$ cat src/led_bps_pkg.sv
// Shared types and constants for the LED blink pattern sequencer.
// No dependencies; every other file in src imports this package.
package led_bps_pkg;

  typedef enum logic [1:0] {
    CMD_TICK = 2'd0,
    CMD_SET  = 2'd1,
    CMD_STOP = 2'd2
  } cmd_t;

  typedef enum logic [2:0] {
    MODE_OFF      = 3'd0,
    MODE_SCHEDULE = 3'd1,
    MODE_TRACE    = 3'd2,
    MODE_LOCK     = 3'd3,
    MODE_OPEN     = 3'd4
  } mode_t;

  typedef enum logic [1:0] {
    COLOR_DARK  = 2'd0,
    COLOR_RED   = 2'd1,
    COLOR_GREEN = 2'd2,
    COLOR_BLUE  = 2'd3
  } color_t;

  typedef enum logic [1:0] {
    CFG_SCHEDULE = 2'd0,
    CFG_TRACE    = 2'd1,
    CFG_LOCK     = 2'd2,
    CFG_OPEN     = 2'd3
  } cfg_idx_t;

  localparam logic [7:0] SCHEDULE_HALF_RST = 8'd200;
  localparam logic [7:0] TRACE_HALF_RST    = 8'd100;
  localparam logic [7:0] LOCK_HALF_RST     = 8'd50;
  localparam logic [7:0] OPEN_HALF_RST     = 8'd50;

  localparam logic [7:0] COUNT_MAX      = 8'hFF;
  localparam logic [2:0] SCHEDULE_STEPS = 3'd4;
  localparam logic [3:0] TRACE_LAST     = 4'd5;

  typedef struct packed {
    logic [1:0] command;
    logic [2:0] new_mode;
  } item_t;

  typedef struct packed {
    logic [7:0] schedule_half;
    logic [7:0] trace_half;
    logic [7:0] lock_half;
    logic [7:0] open_half;
  } limits_t;

  typedef struct packed {
    logic       en;
    logic [7:0] count;
    mode_t      mode;
    logic [1:0] sched_step;
    logic [2:0] trace_step;
    color_t     color;
  } seq_state_t;

endpackage

$ cat src/led_bps_in_stage.sv
// Input register of the sequencer: holds one item until the step logic takes it.
// Depends on led_bps_pkg (item_t).
module led_bps_in_stage
  import led_bps_pkg::*;
(
  input  logic       clk,
  input  logic       rst_n,
  input  logic       in_valid,
  output logic       in_ready,
  input  logic [1:0] in_command,
  input  logic [2:0] in_new_mode,
  input  logic       advance,
  output logic       s1_valid,
  output item_t      s1_item
);

  logic  valid_r;
  item_t item_r;

  // Take a new item whenever the slot is empty or drains this cycle.
  assign in_ready = !valid_r || advance;

  always_ff @(posedge clk) begin
    if (!rst_n) begin
      valid_r <= 1'b0;
    end else if (in_ready) begin
      valid_r <= in_valid;
    end
  end

  always_ff @(posedge clk) begin
    if (in_valid && in_ready) begin
      item_r.command  <= in_command;
      item_r.new_mode <= in_new_mode;
    end
  end

  assign s1_valid = valid_r;
  assign s1_item  = item_r;

endmodule

$ cat src/led_bps_step.sv
// Next-state logic of the sequencer for one item: tick, set mode or stop.
// Depends on led_bps_pkg (item_t, limits_t, seq_state_t, codes).
module led_bps_step
  import led_bps_pkg::*;
(
  input  item_t      item,
  input  limits_t    limits,
  input  seq_state_t cur,
  output seq_state_t nxt
);

  logic [7:0] limit;
  logic [7:0] count_inc;
  logic [2:0] sched_s;
  logic [3:0] trace_s;

  always_comb begin
    case (cur.mode)
      MODE_SCHEDULE: limit = limits.schedule_half;
      MODE_TRACE:    limit = limits.trace_half;
      MODE_LOCK:     limit = limits.lock_half;
      MODE_OPEN:     limit = limits.open_half;
      default:       limit = 8'd0;
    endcase
  end

  // Saturate the count at its top value.
  assign count_inc = (cur.count == COUNT_MAX) ? cur.count : cur.count + 8'd1;
  assign sched_s   = {1'b0, cur.sched_step} + 3'd1;
  assign trace_s   = {1'b0, cur.trace_step} + 4'd1;

  always_comb begin
    nxt = cur;
    case (item.command)
      CMD_TICK: begin
        if (!cur.en) begin
          nxt.count = 8'd0;
        end else if (count_inc >= limit) begin
          nxt.count = 8'd0;
          case (cur.mode)
            MODE_SCHEDULE: begin
              if (sched_s == 3'd1) begin
                nxt.color = COLOR_DARK;
              end else if (sched_s == SCHEDULE_STEPS) begin
                nxt.color = COLOR_RED;
              end
              nxt.sched_step = sched_s[1:0];
            end
            MODE_TRACE: begin
              if (trace_s == 4'd1 || trace_s == 4'd3) begin
                nxt.color      = COLOR_DARK;
                nxt.trace_step = trace_s[2:0];
              end else if (trace_s == 4'd2 || trace_s == 4'd4) begin
                nxt.color      = COLOR_BLUE;
                nxt.trace_step = trace_s[2:0];
              end else if (trace_s == TRACE_LAST) begin
                nxt.en         = 1'b0;
                nxt.color      = COLOR_DARK;
                nxt.mode       = MODE_OFF;
                nxt.trace_step = 3'd0;
              end else begin
                nxt.trace_step = trace_s[2:0];
              end
            end
            MODE_LOCK, MODE_OPEN: begin
              nxt.en    = 1'b0;
              nxt.color = COLOR_DARK;
              nxt.mode  = MODE_OFF;
            end
            default: ;
          endcase
        end else begin
          nxt.count = count_inc;
        end
      end
      CMD_SET: begin
        if (item.new_mode <= MODE_OPEN) begin
          nxt.count = 8'd0;
          nxt.mode  = mode_t'(item.new_mode);
          case (item.new_mode)
            MODE_OFF: begin
              nxt.color = COLOR_DARK;
            end
            MODE_SCHEDULE: begin
              nxt.en         = 1'b1;
              nxt.sched_step = 2'd0;
              nxt.color      = COLOR_RED;
            end
            MODE_TRACE: begin
              nxt.en         = 1'b1;
              nxt.trace_step = 3'd0;
              nxt.color      = COLOR_BLUE;
            end
            MODE_LOCK: begin
              nxt.en    = 1'b1;
              nxt.color = COLOR_BLUE;
            end
            default: begin
              nxt.en    = 1'b1;
              nxt.color = COLOR_GREEN;
            end
          endcase
        end
      end
      CMD_STOP: begin
        nxt.en    = 1'b0;
        nxt.color = COLOR_DARK;
        nxt.mode  = MODE_OFF;
        nxt.count = 8'd0;
      end
      default: ;
    endcase
  end

endmodule

$ cat src/led_blink_pattern_sequencer_core.sv
// Top level of the LED blink pattern sequencer: config registers, state/result
// register and handshakes. Depends on led_bps_pkg, led_bps_in_stage, led_bps_step.
//
//   channel | ports                                    | role
//   --------+------------------------------------------+-----------------------------
//   in      | in_valid in_ready in_command in_new_mode | tick, set mode, stop items
//   out     | out_valid out_ready out_led_color        | one result per item
//           | out_current_mode out_blinking            |
//   cfg     | cfg_we cfg_index cfg_wdata               | half-period registers 0..3
//
// An item waits in the input register, then the step logic updates the sequencer
// state, which is itself the result register.
// Throughput is one item per cycle; it is set by the single compare-and-update
// in the step logic between input and state registers, while out_ready is high.
// Reset (synchronous, active low) empties both stages, clears the state to off and
// dark, and loads the half-period registers with 200, 100, 50 and 50 ticks.
// A stalled result holds the state; one more item waits in the input register.
module led_blink_pattern_sequencer_core
  import led_bps_pkg::*;
(
  input  logic       clk,
  input  logic       rst_n,
  input  logic       in_valid,
  output logic       in_ready,
  input  logic [1:0] in_command,
  input  logic [2:0] in_new_mode,
  output logic       out_valid,
  input  logic       out_ready,
  output logic [1:0] out_led_color,
  output logic [2:0] out_current_mode,
  output logic       out_blinking,
  input  logic       cfg_we,
  input  logic [1:0] cfg_index,
  input  logic [7:0] cfg_wdata
);

  limits_t    limits_r;
  seq_state_t state_r;
  seq_state_t state_nxt;
  logic       out_valid_r;
  logic       s1_valid;
  item_t      s1_item;
  logic       advance;

  // Half-period registers; the user must write them only while idle, unenforced here.
  always_ff @(posedge clk) begin
    if (!rst_n) begin
      limits_r.schedule_half <= SCHEDULE_HALF_RST;
      limits_r.trace_half    <= TRACE_HALF_RST;
      limits_r.lock_half     <= LOCK_HALF_RST;
      limits_r.open_half     <= OPEN_HALF_RST;
    end else if (cfg_we) begin
      case (cfg_index)
        CFG_SCHEDULE: limits_r.schedule_half <= cfg_wdata;
        CFG_TRACE:    limits_r.trace_half    <= cfg_wdata;
        CFG_LOCK:     limits_r.lock_half     <= cfg_wdata;
        CFG_OPEN:     limits_r.open_half     <= cfg_wdata;
        default: ;
      endcase
    end
  end

  // Advance the held item when the result slot is free or being taken.
  assign advance = s1_valid && (!out_valid_r || out_ready);

  led_bps_in_stage u_in_stage (
    .clk        (clk),
    .rst_n      (rst_n),
    .in_valid   (in_valid),
    .in_ready   (in_ready),
    .in_command (in_command),
    .in_new_mode(in_new_mode),
    .advance    (advance),
    .s1_valid   (s1_valid),
    .s1_item    (s1_item)
  );

  led_bps_step u_step (
    .item  (s1_item),
    .limits(limits_r),
    .cur   (state_r),
    .nxt   (state_nxt)
  );

  // The state changes only when a result is loaded, so it doubles as the
  // output register: the shown fields are the state after the last item.
  always_ff @(posedge clk) begin
    if (!rst_n) begin
      state_r.en         <= 1'b0;
      state_r.count      <= 8'd0;
      state_r.mode       <= MODE_OFF;
      state_r.sched_step <= 2'd0;
      state_r.trace_step <= 3'd0;
      state_r.color      <= COLOR_DARK;
      out_valid_r        <= 1'b0;
    end else if (advance) begin
      state_r     <= state_nxt;
      out_valid_r <= 1'b1;
    end else if (out_ready) begin
      out_valid_r <= 1'b0;
    end
  end

  assign out_valid        = out_valid_r;
  assign out_led_color    = state_r.color;
  assign out_current_mode = state_r.mode;
  assign out_blinking     = state_r.en;

`ifndef SYNTHESIS
  // Off mode always shows a dark LED.
  a_off_is_dark: assert property (@(posedge clk) disable iff (!rst_n)
    (state_r.mode == MODE_OFF) |-> (state_r.color == COLOR_DARK))
    else $error("off mode with LED lit");

  // Any active mode keeps the counter running.
  a_mode_enabled: assert property (@(posedge clk) disable iff (!rst_n)
    (state_r.mode != MODE_OFF) |-> state_r.en)
    else $error("active mode with counter disabled");

  // With both stages full and the result stalled, no item may enter.
  a_full_blocks: assert property (@(posedge clk) disable iff (!rst_n)
    (s1_valid && out_valid_r && !out_ready) |-> !in_ready)
    else $error("item accepted while pipeline full and stalled");

  // A stalled result keeps the state unchanged into the next cycle.
  a_stall_holds: assert property (@(posedge clk) disable iff (!rst_n)
    (out_valid_r && !out_ready) |=> $stable(state_r))
    else $error("state changed under a stalled result");
`endif

endmodule
$ cat config.mk
export PLATFORM = sky130hd
export DESIGN_NAME = led_blink_pattern_sequencer_core
export DESIGN_NICKNAME = d
export VERILOG_FILES = /design/src/led_bps_pkg.sv /design/src/led_bps_in_stage.sv /design/src/led_bps_step.sv /design/src/led_blink_pattern_sequencer_core.sv
export SDC_FILE = /design/constraint.sdc
export NUM_CORES = 1
export LEC_CHECK = 0
export ABC_AREA = 1
export BUFFER_PORTS_ARGS = -buffer_cell sky130_fd_sc_hd__buf_4
export CORE_AREA = 2 2 79 81
export DETAILED_ROUTE_END_ITERATION = 8
export DIE_AREA = 0 0 81 83
export GPL_TIMING_DRIVEN = 0
export HOLD_SLACK_MARGIN = 0.03
export MAX_ROUTING_LAYER = met4
export PLACE_DENSITY_LB_ADDON = 0.05
export SYNTH_ARGS = -nofsm -noshare
export SYNTH_HDL_FRONTEND = slang
export SYNTH_SLANG_ARGS = --single-unit
$ cat constraint.sdc
create_clock -name clk -period 6.5 [get_ports clk]
set_input_delay 1.3 -clock clk [delete_from_list [all_inputs] [get_ports clk]]
set_output_delay 1.3 -clock clk [all_outputs]
set_load 0.05 [all_outputs]
### After elaboration in Yosys (flattened, before gate mapping)

Cells that the tools add are included.
W data, S select, Z words.

| storage, ports and cells | value |
|---|---|
| register bits after elaboration | 58 |
| input port bits | 20 |
| output and inout bits | 8 |

| operators by class | value |
|---|---|
| add/subtract/negate cells | 3 |
| $lt $le $gt $ge | 2 |
| eq/ne operators | 35 |
| muxes and demuxes | 35 |
| reduce and logical (&&, ||, !) cells | 26 |

Operators by type and width:

| operator | number |
|---|---|
| $pmux W12 S3 | 1 |
| $pmux W8 S4 | 1 |
| $mux W8 | 3 |
| $mux W10 | 2 |
| $mux W19 | 1 |
| $mux W3 | 6 |
| $pmux W2 S3 | 3 |
| $reduce_and A7 Y1 | 2 |
| $eq A3 B2 Y1 const B | 4 |
| $ne A2 B2 Y1 const B | 6 |
| $mux W2 | 5 |
| $mux W5 | 2 |
| $pmux W5 S2 | 1 |
| $eq A3 B1 Y1 const B | 3 |
| $ne A3 B3 Y1 const B | 3 |
| $reduce_and A9 Y1 | 1 |
| $add A8 B1 Y8 const B | 1 |
| $eq A4 B2 Y1 const B | 2 |
| $eq A4 B3 Y1 const B | 2 |
| $eq A8 B8 Y1 const B | 1 |
| $ge A8 B8 Y1 | 1 |
| $mux W1 | 8 |
| $reduce_and A2 Y1 | 4 |
| $reduce_and A8 Y1 | 1 |
| other kinds (24) | 37 |

### Longest topological paths before layout

| logic depth | value |
|---|---|
| depth after elaboration | 9 |
| mapped depth | 20 |

### Hierarchy

A second synthesis with hierarchy kept.

| unflattened totals | value |
|---|---|
| cell total of the unflattened synthesis | 595 |
| area total of the unflattened synthesis | 3824.9 µm² |

Modules (own cells, without submodules):

| module | instances | cells each | area an instance (µm²) | seq. area each (µm²) |
|---|---|---|---|---|
| led_blink_pattern_sequencer_core | 1 | 323 | 2244.7 | 1041.0 |
| led_bps_step | 1 | 260 | 1378.8 | 0.0 |
| led_bps_in_stage | 1 | 12 | 201.4 | 170.2 |

### Worst setup path after synthesis

Ideal clock, no wire load.

| path | value |
|---|---|
| path kind | input to output |
| start | in out_ready |
| end | out in_ready |
| arrival | 1798 ps |
| data required time | 5200 ps |
| slack | 3402 ps |
| stages | 2 |
| path buffers | 0 |
| cells stage by stage | inv_1 nand3_1 |

| on the way | value |
|---|---|
| longest elaborated chain between the ends | 3 |

Ends and longest elaborated chain:

| what | RTL line | RTL |
|---|---|---|
| from (decl) | led_blink_pattern_sequencer_core.sv:28 | `input logic out_ready,` |
| $logic_or A1 B1 Y1 | led_blink_pattern_sequencer_core.sv:64 | `assign advance = s1_valid && (!out_valid_r \|\| out_ready);` |
| $logic_and A1 B1 Y1 | led_blink_pattern_sequencer_core.sv:64 |  |
| $logic_or A1 B1 Y1 | led_bps_in_stage.sv:21 | `assign in_ready = !valid_r \|\| advance;` |
| to (decl) | led_blink_pattern_sequencer_core.sv:24 | `output logic in_ready,` |

No other way between the ends.

### Worst setup path in the final report

Ends and elaborated chain as after synthesis.

==> results.yml <==
finish:
  area_growth_pct: 15.7
  drive_gt1_share_pct: 18.8
  fill_cells: 569
  n_antenna_cell: 0
  multi_input_area_um2: 1610
  regArea_um2: 1210
  fin_cells: 532
  fin_nets: 489
  utilization_pct: 62.7
power:
  total_power_uw: 860
  power.density_nw_per_um2: 236
  ir_worst_vdd_uv: 147
  leakage_uw: 0.00169
floorplanning:
  fp.dieH_um: 83
  dieArea_um2: 6720
  initial_core_util_pct: 54.2
  rows: 28
  coreArea_um2: 5820
  die_w_um: 81
  num_io_pins: 28
sta:
  period_share_pct: 47.9
  worst_pin_slew_ns: 0.584
  timing.fmax_mhz: 321
  fin_skew_ns: 0.00708
  setup_viol: 0
  hold_viol: 0
  rsz0062_at_grt: "no"
  layout_setup_ws_ns: 3.39
  finalMaxSlewViolations: 0
  fin_tns_setup_ns: 0
  period_needed_ns: 3.11
  max_slew_margin_pct: 60.9
global_routing:
  grt_pass1_vias: 2535
  antenna_found_initial: 0
  grt_pass1_wl_um: 11900
  grt_start_max_net_pins: 11
  grt.total_usage_pct: 23.1
  grt-ovfl-total: 0
clock_network:
  path_clk_slew_ns: 0.06
  cts_resized: 0
  cts_setup_buffers: 0
  cts_hold_buf: 0
  clkLatencyLatePin_ns: 0.33
  cts_buffers: 9
  cts_buffer_depth: 2
  ctsHtreeMaxLevel: 3
  cts_tree: "yes"
  cts-root-buf: "clkbuf_8"
  clock_sinks: 58
yosys:
  ys_seq_area_share_pct: 38.4
  synth_area_um2: 3150
  synth_nets: 452
  yosys.area_share.simple_pct: 25.5
  synth_fa_ha_area_share_pct: 6.75
  synth_top_family_by_area: "simple AND/OR/NAND/NOR gates"
  synth_warnings: 0
  syn_avg_cell_area_um2: 7.59
  yosysTopAreaCell: "dfxtp_1"
  synth_xor_xnor_area_share_pct: 1.67
  synth_compound_area_share_pct: 17.3
  yosysUniqueCellTypes: 39
  synth.top_cell.area_share_pct: 33.7
  synthCells: 415
  ys_seq_elements: 58
  muxShareOfSynthArea_pct: 0
  synth_area_leaders: "dfxtp_1 (34%), nand2_1 (8.2%), ha_1 (6.7%)"
worst_hold_path:
  min_path_type: "flop to flop"
worst_setup_path:
  rrSetupSlack_ns: 3.67
  required_ns: 5.20
  crit_end: "in_ready"
  end_kind: "primary output"
  critical_path.max_stage_delay_ns: 0.21
  worstPathCellList: "buf_4 > inv_1 > nand3_1 > buf_4"
  timing.critical_path.buf_inv: 3
  cp_top_family: "buffers and inverters"
  r2r_cells: 12
  path_class: "input pin to primary output"
  cp_max_fo: 3
  r2r-end: "state_r[3]"
  worst-path-stages: 4
  worstReg2RegStart: "out_current_mode[2]"
  cp_common_cell: "buf_4"
  cp-start-kind: "input pin"
  arrival_ns: 1.81
  cp-startpoint: "out_ready"
  crit_path_top_delay_cell: "buf_4"
routing:
  totalWireLength_um: 7000
  viasPerCell: 5.23
  wire_per_inst_um: 13.2
  drtAntennaViolNets: 0
  firstDrtPassIters: 4
  num_vias: 2781
  drc: 0
  drtIter0Drc: 186
place:
  place.gp.congestion: 0.813
  io_buffers: 26
  place_ws_ns: 3.38
  dp_hpwl_um: 5300
  dp_cells: 516
status:
  outcome: "finished, final reports clean"
job:
  cap_violations: 0
==> per-layer routing <==
| layer | GRT usage [%] | up-vias | routed length [um] |
|---|---|---|---|
| li1 | - | 1451 | - |
| met1 | 30.8 | 1271 | 3280 |
| met2 | 35.5 | 49 | 3400 |
| met3 | 3.59 | 10 | 234 |
| met4 | 7.86 | 0 | 95 |
| met5 | - | - | 0 |
==> final cells by class <==
cell class / count / share of cell area (%)
buffer: 16 / 2.71
clock buffer: 12 / 4.26
clock inverter: 4 / 1.37
inverter: 61 / 6.28
multi-input combinational: 280 / 44.2
sequential: 58 / 33.2
tap: 75 / 2.57
timing repair buffer: 26 / 5.35
==> flip-flops by register name (all words and copies together), names as in the netlist <==
register	count
out_valid	1
u_in_stage.s1_valid	1
u_in_stage.s1_item	5
out_current_mode	3
out_blinking	1
limits_r	32
out_led_color	2
state_r	13
==> placed cells by master (no fill, tap or decap), types with 4 or more instances in the layout <==
cell type,count
a221oi_1,7
nor2_1,49
o21ai_0,25
o22ai_1,5
a21oi_1,21
dfxtp_1,53
xor2_1,5
o21ai_1,8
a22oi_1,8
nand2_1,69
buf_4,34
clkbuf_8,11
inv_1,50
nor3_2,6
inv_2,11
ha_1,17
clkbuf_1,7
o211ai_1,5
nand3_1,24
edfxtp_1,5
nand2_2,4
==> worst min-delay path: stages (launching register included) <==
cell and delay, ns:
dfxtp_1 0.30, inv_1 0.06, a21oi_1 0.06
==> cells by family after synthesis <==
kind of cell | Yosys count
simple gates | 169
fa+ha+maj | 17
flops | 58
buf+inv | 77
compound gates | 88
xor+xnor | 6
==> synth_stat cells, drive strengths merged <==
library cell   n
a31oi          1
nor3           9
o21ai         35
nor2          51
clkbuf         6
or2            1
nand2         73
o211ai         5
buf           10
inv           61
o22ai          5
edfxtp         5
ha            17
dfxtp         53
a221oi         7
nand3b         3
a221o          1
a22oi          8
nand3         28
xor2           5
xnor2          1
a21o           1
nand4          4
o311ai         1
a21oi         24
==> report_power, final <==
group	total (uW)	leakage, uW	internal (uW)	switching [uW]
combinational	125	0.00111	45.5	79.6
clock	346	0.0000986	197	149
sequential	388	0.000482	378	10.8
total	860	0.00169	621	239
==> stage by stage <==
step | hold slack (ns) | area (um^2)
2_1_floorplan | 0.429 | 3150
5_1_grt | 0.480 | 3650
6_report | 0.454 | 3650
3_5_place_dp | 0.447 | 3440
4_1_cts | 0.457 | 3650
3_3_place_gp | 0.438 | 3440
==> worst min path at each step <==
stage | cells after the start | slack (ns) | end | from
2_1_floorplan | 2 | 0.43 | limits_r[1] | limits_r[1]
3_3_place_gp | 2 | 0.44 | limits_r[21] | limits_r[21]
3_5_place_dp | 2 | 0.45 | limits_r[30] | limits_r[30]
4_1_cts | 2 | 0.46 | limits_r[7] | limits_r[7]
5_1_grt | 2 | 0.48 | limits_r[6] | limits_r[6]
6_report | 2 | 0.45 | limits_r[6] | limits_r[6]
Note: power is estimated with default switching activity, not from simulation.
